$ cat config.mk
export PLATFORM = sky130hd
export DESIGN_NAME = serial_frame_encoder
export DESIGN_NICKNAME = d
export VERILOG_FILES = /design/src/design/sfe_pkg.sv /design/src/design/sfe_queue.sv /design/src/design/sfe_front.sv /design/src/design/sfe_back.sv /design/src/design/serial_frame_encoder.sv
export SDC_FILE = /design/constraint.sdc
export NUM_CORES = 1
export LEC_CHECK = 0
export ABC_AREA = 1
export BUFFER_PORTS_ARGS = -buffer_cell sky130_fd_sc_hd__buf_2
export CORE_ASPECT_RATIO = 1.5
export CORE_MARGIN = 3
export CORE_UTILIZATION = 50
export CTS_CLUSTER_DIAMETER = 50
export DETAILED_ROUTE_END_ITERATION = 8
export PLACE_DENSITY = 0.78
export SETUP_SLACK_MARGIN = 0.15
export SLEW_MARGIN = 40
export SYNTH_ARGS = -nofsm -noshare
export SYNTH_HDL_FRONTEND = slang
export SYNTH_SLANG_ARGS = --single-unit
export TNS_END_PERCENT = 30
$ cat constraint.sdc
create_clock -name clk -period 12 [get_ports clk]
set_clock_uncertainty 0.1 [all_clocks]
set_input_delay 1.2 -clock clk [delete_from_list [all_inputs] [get_ports clk]]
set_output_delay 1.2 -clock clk [all_outputs]
set_load 0.01 [all_outputs]
$ cat src/design/sfe_pkg.sv
// shared types and constants of the serial frame encoder
// no dependencies
`default_nettype none

package sfe_pkg;

	localparam logic [7:0] CH_START = 8'h23;
	localparam logic [7:0] CH_ADDR  = 8'h61;
	localparam logic [7:0] CH_BASE  = 8'h3D;
	localparam logic [7:0] CH_END   = 8'h0D;

	// character slots of one job, in transmit order
	localparam int NSLOT  = 10;
	localparam int SLOT_W = 4;
	typedef logic [SLOT_W-1:0] slot_t;
	typedef logic [NSLOT-1:0]  slot_mask_t;

	localparam slot_t SLOT_START = 4'd0;
	localparam slot_t SLOT_ADDR  = 4'd1;
	localparam slot_t SLOT_CMD   = 4'd2;
	localparam slot_t SLOT_G0    = 4'd3;
	localparam slot_t SLOT_G1    = 4'd4;
	localparam slot_t SLOT_G2    = 4'd5;
	localparam slot_t SLOT_G3    = 4'd6;
	localparam slot_t SLOT_SUMHI = 4'd7;
	localparam slot_t SLOT_SUMLO = 4'd8;
	localparam slot_t SLOT_CR    = 4'd9;

	// job queue between front and back, depth a power of two
	localparam int QDEPTH = 2;
	localparam int QPTR_W = $clog2(QDEPTH);
	localparam int QCNT_W = $clog2(QDEPTH + 1);

	typedef struct packed {
		logic       hdr;
		logic       grp;
		logic       trl;
		logic [7:0] address;
		logic [7:0] command;
		logic [7:0] b0;
		logic [7:0] b1;
		logic [7:0] b2;
	} job_t;

endpackage

`default_nettype wire

$ cat src/design/sfe_queue.sv
// short job queue that decouples the front from the back
// depends on sfe_pkg
`default_nettype none

module sfe_queue
	import sfe_pkg::*;
(
	input  wire  clk,
	input  wire  arst_n,
	input  wire  push,
	input  job_t push_job,
	output logic full,
	input  wire  pop,
	output job_t head_job,
	output logic not_empty
);

	job_t              slot_q [QDEPTH];
	logic [QPTR_W-1:0] wr_ptr_q;
	logic [QPTR_W-1:0] rd_ptr_q;
	logic [QCNT_W-1:0] cnt_q;

	logic do_push;
	logic do_pop;

	assign full      = (cnt_q == QCNT_W'(QDEPTH));
	assign not_empty = (cnt_q != '0);
	assign do_push   = push && !full;
	assign do_pop    = pop && not_empty;
	assign head_job  = slot_q[rd_ptr_q];

	always_ff @(posedge clk) begin
		if (do_push) begin
			slot_q[wr_ptr_q] <= push_job;
		end
	end

	always_ff @(posedge clk or negedge arst_n) begin
		if (!arst_n) begin
			wr_ptr_q <= '0;
			rd_ptr_q <= '0;
			cnt_q    <= '0;
		end else begin
			if (do_push) begin
				wr_ptr_q <= wr_ptr_q + QPTR_W'(1);
			end
			if (do_pop) begin
				rd_ptr_q <= rd_ptr_q + QPTR_W'(1);
			end
			case ({do_push, do_pop})
				2'b10:   cnt_q <= cnt_q + QCNT_W'(1);
				2'b01:   cnt_q <= cnt_q - QCNT_W'(1);
				default: cnt_q <= cnt_q;
			endcase
		end
	end

endmodule

`default_nettype wire

$ cat src/design/sfe_front.sv
// front: accepts items, tracks frame and byte grouping, builds jobs
// depends on sfe_pkg
`default_nettype none

module sfe_front
	import sfe_pkg::*;
(
	input  wire        clk,
	input  wire        arst_n,
	input  wire        in_valid,
	output logic       in_stall,
	input  wire  [7:0] payload_byte,
	input  wire        has_data,
	input  wire        last,
	input  wire  [7:0] address,
	input  wire  [7:0] command,
	input  wire        q_full,
	output logic       q_push,
	output job_t       q_job
);

	logic        in_frame_q;
	logic [1:0]  gc_q;
	logic [15:0] held_q;

	logic        accept;
	logic        full_grp;
	logic [1:0]  gc_mid;
	logic [15:0] held_mid;
	logic        pad_grp;

	assign in_stall = q_full;
	assign accept   = in_valid && !q_full;
	assign full_grp = has_data && (gc_q == 2'd2);

	always_comb begin
		gc_mid   = gc_q;
		held_mid = held_q;
		if (has_data) begin
			if (full_grp) begin
				gc_mid   = 2'd0;
				held_mid = '0;
			end else begin
				gc_mid   = gc_q + 2'd1;
				held_mid = {held_q[7:0], payload_byte};
			end
		end
	end

	assign pad_grp = last && (gc_mid != 2'd0);

	always_comb begin
		q_job         = '0;
		q_job.hdr     = !in_frame_q;
		q_job.grp     = full_grp || pad_grp;
		q_job.trl     = last;
		q_job.address = address;
		q_job.command = command;
		if (full_grp) begin
			q_job.b0 = held_q[15:8];
			q_job.b1 = held_q[7:0];
			q_job.b2 = payload_byte;
		end else if (gc_mid == 2'd1) begin
			q_job.b0 = held_mid[7:0];
		end else begin
			q_job.b0 = held_mid[15:8];
			q_job.b1 = held_mid[7:0];
		end
	end

	// an item that adds a held byte only produces no job
	assign q_push = accept && (q_job.hdr || q_job.grp || q_job.trl);

	always_ff @(posedge clk or negedge arst_n) begin
		if (!arst_n) begin
			in_frame_q <= 1'b0;
			gc_q       <= 2'd0;
			held_q     <= '0;
		end else if (accept) begin
			in_frame_q <= !last;
			gc_q       <= last ? 2'd0 : gc_mid;
			held_q     <= last ? 16'd0 : held_mid;
		end
	end

endmodule

`default_nettype wire

$ cat src/design/sfe_back.sv
// back: walks the character slots of each job, keeps the running sum,
// and drives the output register; depends on sfe_pkg
`default_nettype none

module sfe_back
	import sfe_pkg::*;
(
	input  wire        clk,
	input  wire        arst_n,
	input  wire        q_not_empty,
	input  job_t       q_head,
	output logic       q_pop,
	output logic       out_valid,
	input  wire        out_stall,
	output logic [7:0] out_char,
	output logic       frame_end
);

	job_t       job_q;
	slot_mask_t mask_q;
	logic [11:0] sum_q;
	logic [5:0]  sum_lo_q;
	logic        out_valid_q;
	logic [7:0]  out_char_q;
	logic        frame_end_q;

	logic       adv;
	logic       busy;
	logic       emit;
	slot_t      slot;
	slot_mask_t slot_bit;
	slot_mask_t mask_after;
	logic [7:0] ch;
	logic [11:0] sum_d;

	assign adv  = !out_valid_q || !out_stall;
	assign busy = (mask_q != '0);
	assign emit = adv && busy;

	// lowest pending slot goes first
	always_comb begin
		slot     = SLOT_START;
		slot_bit = '0;
		for (int i = NSLOT - 1; i >= 0; i--) begin
			if (mask_q[i]) begin
				slot     = SLOT_W'(i);
				slot_bit = slot_mask_t'(1) << i;
			end
		end
	end

	assign mask_after = emit ? (mask_q & ~slot_bit) : mask_q;
	assign q_pop      = (mask_after == '0) && q_not_empty;

	always_comb begin
		unique case (slot)
			SLOT_START: ch = CH_START;
			SLOT_ADDR:  ch = CH_ADDR + job_q.address;
			SLOT_CMD:   ch = job_q.command;
			SLOT_G0:    ch = CH_BASE + {2'b00, job_q.b0[7:2]};
			SLOT_G1:    ch = CH_BASE + {2'b00, job_q.b0[1:0], job_q.b1[7:4]};
			SLOT_G2:    ch = CH_BASE + {2'b00, job_q.b1[3:0], job_q.b2[7:6]};
			SLOT_G3:    ch = CH_BASE + {2'b00, job_q.b2[5:0]};
			SLOT_SUMHI: ch = CH_BASE + {2'b00, sum_q[11:6]};
			SLOT_SUMLO: ch = CH_BASE + {2'b00, sum_lo_q};
			SLOT_CR:    ch = CH_END;
			default:    ch = CH_END;
		endcase
	end

	// header restarts the frame sum
	assign sum_d = (slot == SLOT_START) ? {4'b0, ch} : (sum_q + {4'b0, ch});

	always_ff @(posedge clk) begin
		if (q_pop) begin
			job_q <= q_head;
		end
		if (emit) begin
			out_char_q  <= ch;
			frame_end_q <= (slot == SLOT_CR);
			sum_q       <= sum_d;
			// both checksum chars use the sum before either was sent
			if (slot == SLOT_SUMHI) begin
				sum_lo_q <= sum_q[5:0];
			end
		end
	end

	always_ff @(posedge clk or negedge arst_n) begin
		if (!arst_n) begin
			mask_q      <= '0;
			out_valid_q <= 1'b0;
		end else begin
			if (q_pop) begin
				mask_q <= {{3{q_head.trl}}, {4{q_head.grp}}, {3{q_head.hdr}}};
			end else begin
				mask_q <= mask_after;
			end
			if (adv) begin
				out_valid_q <= busy;
			end
		end
	end

	assign out_valid = out_valid_q;
	assign out_char  = out_char_q;
	assign frame_end = frame_end_q;

endmodule

`default_nettype wire

$ cat src/design/serial_frame_encoder.sv
// serial frame encoder: one item per cycle in while the two-entry job queue
// has room; the back's character slot sequencer sends 0 to 10 characters
// per item, one per cycle while out_stall is low. An accepted job goes from
// the queue to the back's job and slot mask registers, then out_char_q.
// reset clears frame tracking, queue pointers, slot mask and output valid.
// depends on sfe_pkg, sfe_front, sfe_queue, sfe_back
`default_nettype none

module serial_frame_encoder
	import sfe_pkg::*;
(
	input  wire        clk,
	input  wire        arst_n,
	input  wire        in_valid,
	output logic       in_stall,
	input  wire  [7:0] payload_byte,
	input  wire        has_data,
	input  wire        last,
	input  wire  [7:0] address,
	input  wire  [7:0] command,
	output logic       out_valid,
	input  wire        out_stall,
	output logic [7:0] out_char,
	output logic       frame_end
);

	logic q_full;
	logic q_push;
	job_t q_job;
	logic q_pop;
	job_t q_head;
	logic q_not_empty;

	sfe_front u_front (
		.clk          (clk),
		.arst_n       (arst_n),
		.in_valid     (in_valid),
		.in_stall     (in_stall),
		.payload_byte (payload_byte),
		.has_data     (has_data),
		.last         (last),
		.address      (address),
		.command      (command),
		.q_full       (q_full),
		.q_push       (q_push),
		.q_job        (q_job)
	);

	sfe_queue u_queue (
		.clk       (clk),
		.arst_n    (arst_n),
		.push      (q_push),
		.push_job  (q_job),
		.full      (q_full),
		.pop       (q_pop),
		.head_job  (q_head),
		.not_empty (q_not_empty)
	);

	sfe_back u_back (
		.clk         (clk),
		.arst_n      (arst_n),
		.q_not_empty (q_not_empty),
		.q_head      (q_head),
		.q_pop       (q_pop),
		.out_valid   (out_valid),
		.out_stall   (out_stall),
		.out_char    (out_char),
		.frame_end   (frame_end)
	);

endmodule

`default_nettype wire

==> results.cfg, run 1 <==
[detailed_routing]
vias_per_cell = 5.361
drtIter0Drc = 357
vias = 5683
wl_mm = 16.60
firstDrtPassIters = 5
ant_nets = 0
routedWlPerCell_um = 15.66
drc_errors = 0

[finish]
fillers = 1317
fin_nets = 883
fin_area_mm2 = 0.009494
area_delta_synth_final_pct = 11.83
drive_gt1_share_pct = 15.46
num_antenna_cells = 0

[sta]
setup_viol = 0
relSlewSlack_pct = 48.81
fin_setup_tns_ns = 0
drv_slew = 0
fin_crit_ns = 4.430
hold_violations = 0
maxClockFrequency_mhz = 225.7
rsz0062_at_grt = false
worst_pin_slew_ns = 0.7620
period_share_pct = 36.92

[synth]
async_flop_share_pct = 18.18
ys_ff_latch = 187
yosys-top-cells-area = edfxtp_1, dfrtp_1, nand2_1
ys.flop_type = edfxtp_1
synth.most_common_cell = nand2_1
yosys_warnings = 0
postSynthCellCount = 799
synth_nets = 841
syn_area_mm2 = 0.008489
ys_seq_area_share_pct = 64.14
synth_top_area_cell = edfxtp_1
synth-edff-count = 153
synth_top_cells_by_count = nand2_1, edfxtp_1, inv_1
avgSynthCellArea_um2 = 10.63
synth_top_area_share_pct = 54.12
synth_cell_types = 51

[critical_path]
critPathTopFamily = simple AND/OR/NAND/NOR gates
critPathMaxFanout = 9
slowest_stage = dfrtp_1
max_stage_delay_ns = 0.50
required_ns = 12.09
r2r_start = u_back.mask_q[2]
r2r_slack_ns = 7.57
arrival_ns = 4.52
reg2regPathDepth = 26
cp-startpoint = u_back.mask_q[2]
crit_top_cell = nand2_1
crit_path_start_kind = flip-flop
path_buf_inv = 4
crit_type = reg2reg
rr_endpoint = u_back.sum_q[9]
cp.depth = 26
critical_path.endpoint = u_back.sum_q[9]
worstSetupEndpointType = flip-flop

[die]
start_util_pct = 51.75
coreArea_mm2 = 0.01640
die_w_um = 112.4
die_area_mm2 = 0.01861
die_h_um = 165.6
rows = 57
ios = 41

[clock_network]
clk_latency_ns = 0.44
cts_tree = yes
root_buffer = clkbuf_16
cts_setup_buffers = 0
htreeDepth = 4
cts_buffer_depth = 2
cts_inserted_buffers = 17
clkSinkCount = 187
holdBufCountCts = 0
clkTransAtPathRegs_ns = 0.07
ctsResizeCount = 0

[grt]
antenna_found_initial = 0
overflow = 0
grt_max_degree = 45
grt_usage_pct = 18.43
grt_pass1_vias = 5531
grt_pass1_wl_mm = 26.82

[flow_run]
maxCapViolations = 0

[placed_design]
placed_area_mm2 = 0.008920
hpwl_mm = 11.65
gp_congestion = 0.9408
port-buffer-count = 40

[status]
outcome = finished, final reports clean

[hold_path]
hp-class = reg2reg
hp-start = u_back.sum_q[3]
==> cell usage in the layout (no fill, tap or decap), drive strengths merged, types with 15 or more instances in the layout <==
| cell type | count |
|---|---|
| dfrtp | 34 |
| nand2 | 209 |
| a21oi | 15 |
| o21ai | 27 |
| edfxtp | 153 |
| nor2 | 56 |
| o22ai | 45 |
| nand4 | 22 |
| clkbuf | 17 |
| buf | 46 |
| inv | 122 |
| nand3 | 37 |
==> sequential cells by signal (all words and copies together) (netlist names) <==
register	flops
u_back.sum_lo_q	6
u_queue.wr_ptr_q	1
u_queue.cnt_q	2
u_queue.slot_q	86
u_back.out_valid	1
u_front.gc_q	2
u_back.mask_q	10
u_back.frame_end	1
u_back.sum_q	12
u_back.out_char	8
u_front.in_frame_q	1
u_queue.rd_ptr_q	1
u_back.job_q	40
u_front.held_q	16
==> per-layer routing <==
layer  part of all wire, %  GRT usage, %  up-vias
met5                     0             0        -
met4                   3.0         8.092        0
met3                   3.5         3.573       37
met2                    55         34.18      144
met1                    38         20.47     2690
li1                      -             -     2812
==> per-stage QoR <==
step                hold WS [ns]  util (%)  setup slack (ns)  std cells
floorplan                 0.3307         -             7.784        799
global placement          0.3758     54.29             7.720       1028
global route              0.3971     57.88             7.097       1060
CTS                       0.3885     57.86             7.590       1060
finish                    0.3834     57.88             7.570       1060
detailed placement        0.3573     54.38             7.609       1028
==> layout make-up <==
class,count,area [µm²],share of cell area (%)
multi-input cells,474,2532,26.67
flip-flops and latches,187,5445,57.35
clock buffers,17,425.4,4.481
clock inverters,15,146.4,1.542
well taps,206,257.7,2.715
inverters,115,439.2,4.626
repair buffers,46,247.7,2.609
==> cell families (layout without fill, tap and decap cells) <==
logic type | Yosys count | count (layout) | share of synthesized area (%)
XOR/XNOR | 11 | 11 | 1.135
adder cells (fa/ha/maj) | 12 | 12 | 1.857
buffers and inverters | 138 | 193 | 6.367
AND/OR/NAND/NOR | 351 | 351 | 18.87
AO/OA/AOI/OAI | 100 | 100 | 7.635
flip-flops | 187 | 187 | 64.14
==> worst min path at each step <==
stage / to / slack (ns) / cells past startpoint
after CTS: u_back.sum_lo_q[3] / 0.39 / 0
after global placement: u_back.sum_lo_q[3] / 0.38 / 0
final: u_back.sum_lo_q[3] / 0.38 / 0
after detailed placement: u_back.sum_lo_q[3] / 0.36 / 0
after floorplan: u_back.sum_lo_q[4] / 0.33 / 0
after global routing: u_back.sum_lo_q[3] / 0.40 / 0
Power of run 1 is left out: the tool's default activity adds up to more than one toggle a clock period on the data nets, which glitch-free logic cannot reach.
==> inputs of run 2 (changes only) <==
--- a/config.mk
+++ b/config.mk
@@ -12,7 +12,7 @@
 export CORE_UTILIZATION = 50
 export CTS_CLUSTER_DIAMETER = 50
 export DETAILED_ROUTE_END_ITERATION = 8
-export PLACE_DENSITY = 0.78
+export PLACE_DENSITY = 0.81
 export SETUP_SLACK_MARGIN = 0.15
 export SLEW_MARGIN = 40
 export SYNTH_ARGS = -nofsm -noshare
==> constraint.sdc (replaced) <==
create_clock -name clk -period 3.75 [get_ports clk]
set_clock_uncertainty 0.1 [all_clocks]
set_input_delay 0.375 -clock clk [delete_from_list [all_inputs] [get_ports clk]]
set_output_delay 0.375 -clock clk [all_outputs]
set_load 0.01 [all_outputs]
==> results.cfg, run 2 (synthesis results as in run 1) <==
[grt]
grt_usage_pct = 19.93
grt_max_degree = 44
grt_pass1_wl_mm = 28.74
antenna_found_initial = 0
overflow = 0
grt_pass1_vias = 5997

[hold_path]
hp-class = in2reg

[detailed_routing]
ant_nets = 0
drc_errors = 0
firstDrtPassIters = 5
vias = 6069
routedWlPerCell_um = 15.50
wl_mm = 17.69
vias_per_cell = 5.319
drtIter0Drc = 417

[sta]
drv_slew = 0
setup_slack_ns = -0.1381
fin_crit_ns = 3.888
worst_pin_slew_ns = 0.7225
relSlewSlack_pct = 51.83
rsz0062_at_grt = true
maxClockFrequency_mhz = 257.2
hold_violations = 0
setup_viol = 5
period_share_pct = 103.7

[status]
violations = setup timing
outcome = finished, violations left

[clock_network]
htreeDepth = 4
cts_tree = yes
clkTransAtPathRegs_ns = 0.07
cts_buffer_depth = 2
root_buffer = clkbuf_16
clk_latency_ns = 0.44
clkSinkCount = 187
cts_inserted_buffers = 17

[die]
die_w_um = 112.4
die_h_um = 165.6
coreArea_mm2 = 0.01640
rows = 57
ios = 41
die_area_mm2 = 0.01861
start_util_pct = 51.75

[finish]
stdcell_count = 1141
layout_commonest_cell = nand2_1
fin_nets = 964
fin_util_pct = 62.75
largest-register = u_queue.slot_q
largest_reg_flops = 86
largestRegisters = u_queue.slot_q: 86 flops, u_back.job_q: 40 flops, u_front.held_q: 16 flops
layout_common_cells = nand2_1, edfxtp_1, inv_1
area_delta_synth_final_pct = 21.25
fin_area_mm2 = 0.01029
drive_gt1_share_pct = 24.81
num_antenna_cells = 0

[critical_path]
r2r_start = u_back.mask_q[4]
worstSetupEndpointType = flip-flop
required_ns = 3.85
cp-startpoint = u_back.mask_q[4]
reg2regPathDepth = 28
arrival_ns = 3.98
rr_endpoint = u_back.sum_q[9]
max_stage_delay_ns = 0.43
r2r_slack_ns = -0.14
slowest_stage = dfrtp_1
crit_path_start_kind = flip-flop
critical_path.endpoint = u_back.sum_q[9]
crit_type = reg2reg
critPathMaxFanout = 7

[flow_run]
maxCapViolations = 0

[placed_design]
gp_congestion = 0.9231
place_ws_ns = -0.1811
dp.cells = 1089
hpwl_mm = 11.81
port-buffer-count = 40
placed_area_mm2 = 0.009418
-- run 2: cell types whose count changed in the layout (fill, tap and decap cells not counted), sizes merged --
cell / before / now
bufinv: 0 / 1
clkbuf: 17 / 23
dlygate4sd3: 0 / 1
clkinvlp: 0 / 1
clkinv: 8 / 2
buf: 46 / 126
inv: 122 / 120
-- run 2: cell type report --
| type | instances | area (µm²) |
|---|---|---|
| inverter | 115 | 439.2 |
| multi-input combinational | 474 | 2636 |
| fill | 1218 | 6110 |
| timing repair buffer | 127 | 927.1 |
| sequential | 187 | 5446 |
| tap | 206 | 257.7 |
| clock buffer | 23 | 490.5 |
| clock inverter | 9 | 96.34 |
-- run 2: critical path, delay by kind of cell, from the launching register on --
family / cells / cell delay (ns)
xor gates and xnor gates: 1 / 0.15
buffers and inverters: 6 / 0.49
DFF: 1 / 0.43
and+or+nand+nor: 14 / 1.37
adders and majority gates: 2 / 0.48
AOI/OAI and AO/OA: 5 / 0.64
-- run 2: worst min path at each step --
stage / slack [ns] / end / depth (start not counted) / startpoint
final: 0.03 / u_queue.slot_q[0][34] / 1 / address[2]
after global routing: 0.006 / u_queue.slot_q[0][34] / 1 / address[2]
after CTS: 0.01 / u_queue.slot_q[0][34] / 1 / address[2]
after detailed placement: 0.37 / u_back.sum_lo_q[4] / 0 / u_back.sum_q[4]
after global placement: 0.39 / u_back.job_q[31] / 2 / u_queue.slot_q[0][31]
after floorplan: -0.02 / u_back.mask_q[0] / 0 / arst_n
-- run 2: stage by stage --
stage	setup TNS, ns	hold WS [ns]
after floorplan	-0.09484	-0.02059
after global placement	-0.3129	0.3885
after detailed placement	-0.6636	0.3684
after CTS	-0.1784	0.01352
after global routing	-2.435	0.006316
final	-0.4860	0.02913
-- run 2: metal layers --
layer	up-vias	GRT usage, %	part of all wire, %
li1	2964	-	-
met1	2870	21.45	37
met2	191	36.60	55
met3	44	4.703	4.5
met4	0	9.677	3.1
met5	-	0	0
-- run 2: what timing repair did --
action / CTS / global route
buffers inserted: 14 / 5
gates resized for setup: 17 / 21
endpoints found under the hold margin: 34 / 0
endpoints found under the setup margin: 5 / 9
hold buffers: 1 / 0
pin swaps: 3 / 17
Power of run 2 is left out for the same reason.
==> inputs of run 3 (changes only) <==
--- a/config.mk
+++ b/config.mk
@@ -10,6 +10,7 @@
 export CORE_ASPECT_RATIO = 1.5
 export CORE_MARGIN = 3
 export CORE_UTILIZATION = 50
+export CTS_BUF_LIST = sky130_fd_sc_hd__clkbuf_2
 export CTS_CLUSTER_DIAMETER = 50
 export DETAILED_ROUTE_END_ITERATION = 8
 export PLACE_DENSITY = 0.81
==> results.cfg, run 3 (synthesis results as in run 1) <==
[status]
outcome = finished, violations left
violations = setup timing

[finish]
largest_reg_flops = 86
fin_nets = 990
layout_common_cells = nand2_1, edfxtp_1, inv_1
layout_commonest_cell = nand2_1
fin_util_pct = 62.27
area_delta_synth_final_pct = 20.31
largest-register = u_queue.slot_q
drive_gt1_share_pct = 24.45
largestRegisters = u_queue.slot_q: 86 flops, u_back.job_q: 40 flops, u_front.held_q: 16 flops

[critical_path]
r2r_start = u_back.mask_q[7]
required_ns = 4.21
r2r_slack_ns = -0.20
reg2regPathDepth = 33
crit_top_cell = nand2_2
crit_type = reg2reg
arrival_ns = 4.41
worstSetupEndpointType = flip-flop
rr_endpoint = u_back.sum_q[9]
crit_path_start_kind = flip-flop
slowest_stage = dfrtp_1
cp-startpoint = u_back.mask_q[7]
critPathMaxFanout = 7
max_stage_delay_ns = 0.49
critical_path.endpoint = u_back.sum_q[9]

[die]
ios = 41
die_w_um = 112.4
rows = 57
die_h_um = 165.6
coreArea_mm2 = 0.01640
die_area_mm2 = 0.01861
start_util_pct = 51.75

[grt]
grt_max_degree = 44
antenna_found_initial = 1
grt_pass1_vias = 6129
overflow = 0
grt_usage_pct = 19.91
grt_pass1_wl_mm = 29.04

[placed_design]
gp_congestion = 0.9231
port-buffer-count = 40
hpwl_mm = 11.81

[clock_network]
clk_latency_ns = 0.76
cts_inserted_buffers = 17
htreeDepth = 4
root_buffer = clkbuf_2
cts_buffer_depth = 2
cts_tree = yes
clkTransAtPathRegs_ns = 0.28
clkSinkCount = 187

[sta]
relSlewSlack_pct = 50.14
period_share_pct = 105.4
maxClockFrequency_mhz = 253.1
timing.hold.ws_ns = 0.08252
worst_pin_slew_ns = 0.7478
fin_setup_tns_ns = -0.5584
setup_slack_ns = -0.2007
fin_crit_ns = 3.951
rsz0062_at_grt = true
setup_viol = 4
hold_violations = 0
drv_slew = 0

[detailed_routing]
routedWlPerCell_um = 15.36
wl_mm = 17.94
ant_nets = 0
firstDrtPassIters = 6
drtIter0Drc = 318
vias_per_cell = 5.299
vias = 6189
drc_errors = 0

[hold_path]
hp-class = in2reg

[flow_run]
maxCapViolations = 0
run 3: changes by cell type in the layout (fill, tap and decap cells not counted), sizes merged:
cell         change
buf              -2
bufinv           +2
clkbuf           -2
diode            +1
dlygate4sd3     +28
run 3: layout make-up:
cell class | count | area [µm²]
fillers | 1248 | 6190
flip-flops and latches | 187 | 5446
multi-input cells | 474 | 2629
repair buffers | 153 | 1177
inverters | 115 | 439.2
well taps | 206 | 257.7
clock inverters | 11 | 156.4
clock buffers | 21 | 105.1
diodes | 1 | 2.502
run 3: what timing repair did:
item | CTS | global route
gates resized for setup | 7 | 28
pin swaps | 3 | 16
endpoints found under the hold margin | 109 | 34
hold buffers | 28 | 1
buffers inserted | 12 | 5
setup endpoints to repair | 6 | 8
run 3: layer usage:
layer  vias up  global-route usage [%]  routed length [µm]
met3        63                   3.937                 739
met4         0                   9.677                 701
met5         -                       0                   0
met1      2909                   21.60                6705
li1       3013                       -                   -
met2       204                   36.92                9794
run 3: worst min path at each step:
stage	cells past startpoint	slack, ns	start	endpoint
global route	5	0.03	in_valid	u_front.in_frame_q
global placement	2	0.39	u_queue.slot_q[0][31]	u_back.job_q[31]
floorplan	0	-0.02	arst_n	u_back.mask_q[0]
detailed placement	0	0.37	u_back.sum_q[4]	u_back.sum_lo_q[4]
finish	5	0.08	in_valid	u_front.in_frame_q
CTS	6	0.01	in_valid	u_front.held_q[13]
run 3: stage by stage:
stage,instances,setup WS (ns),cell area [µm²]
2_1_floorplan,799,-0.07854,8527
3_3_place_gp,1089,-0.09863,9414
3_5_place_dp,1089,-0.1811,9418
4_1_cts,1161,-0.1099,10080
5_1_grt,1168,-0.5373,10210
6_report,1168,-0.2007,10210
run 3: worst max-delay path, delay by kind of cell (launching register included):
family / cells / cell delay (ns)
and+or+nand+nor: 20 / 1.46
AOI/OAI and AO/OA: 5 / 0.64
adders and majority gates: 2 / 0.51
DFF: 1 / 0.49
buffers and inverters: 5 / 0.39
xor gates and xnor gates: 1 / 0.15
Power of run 3 is left out for the same reason.
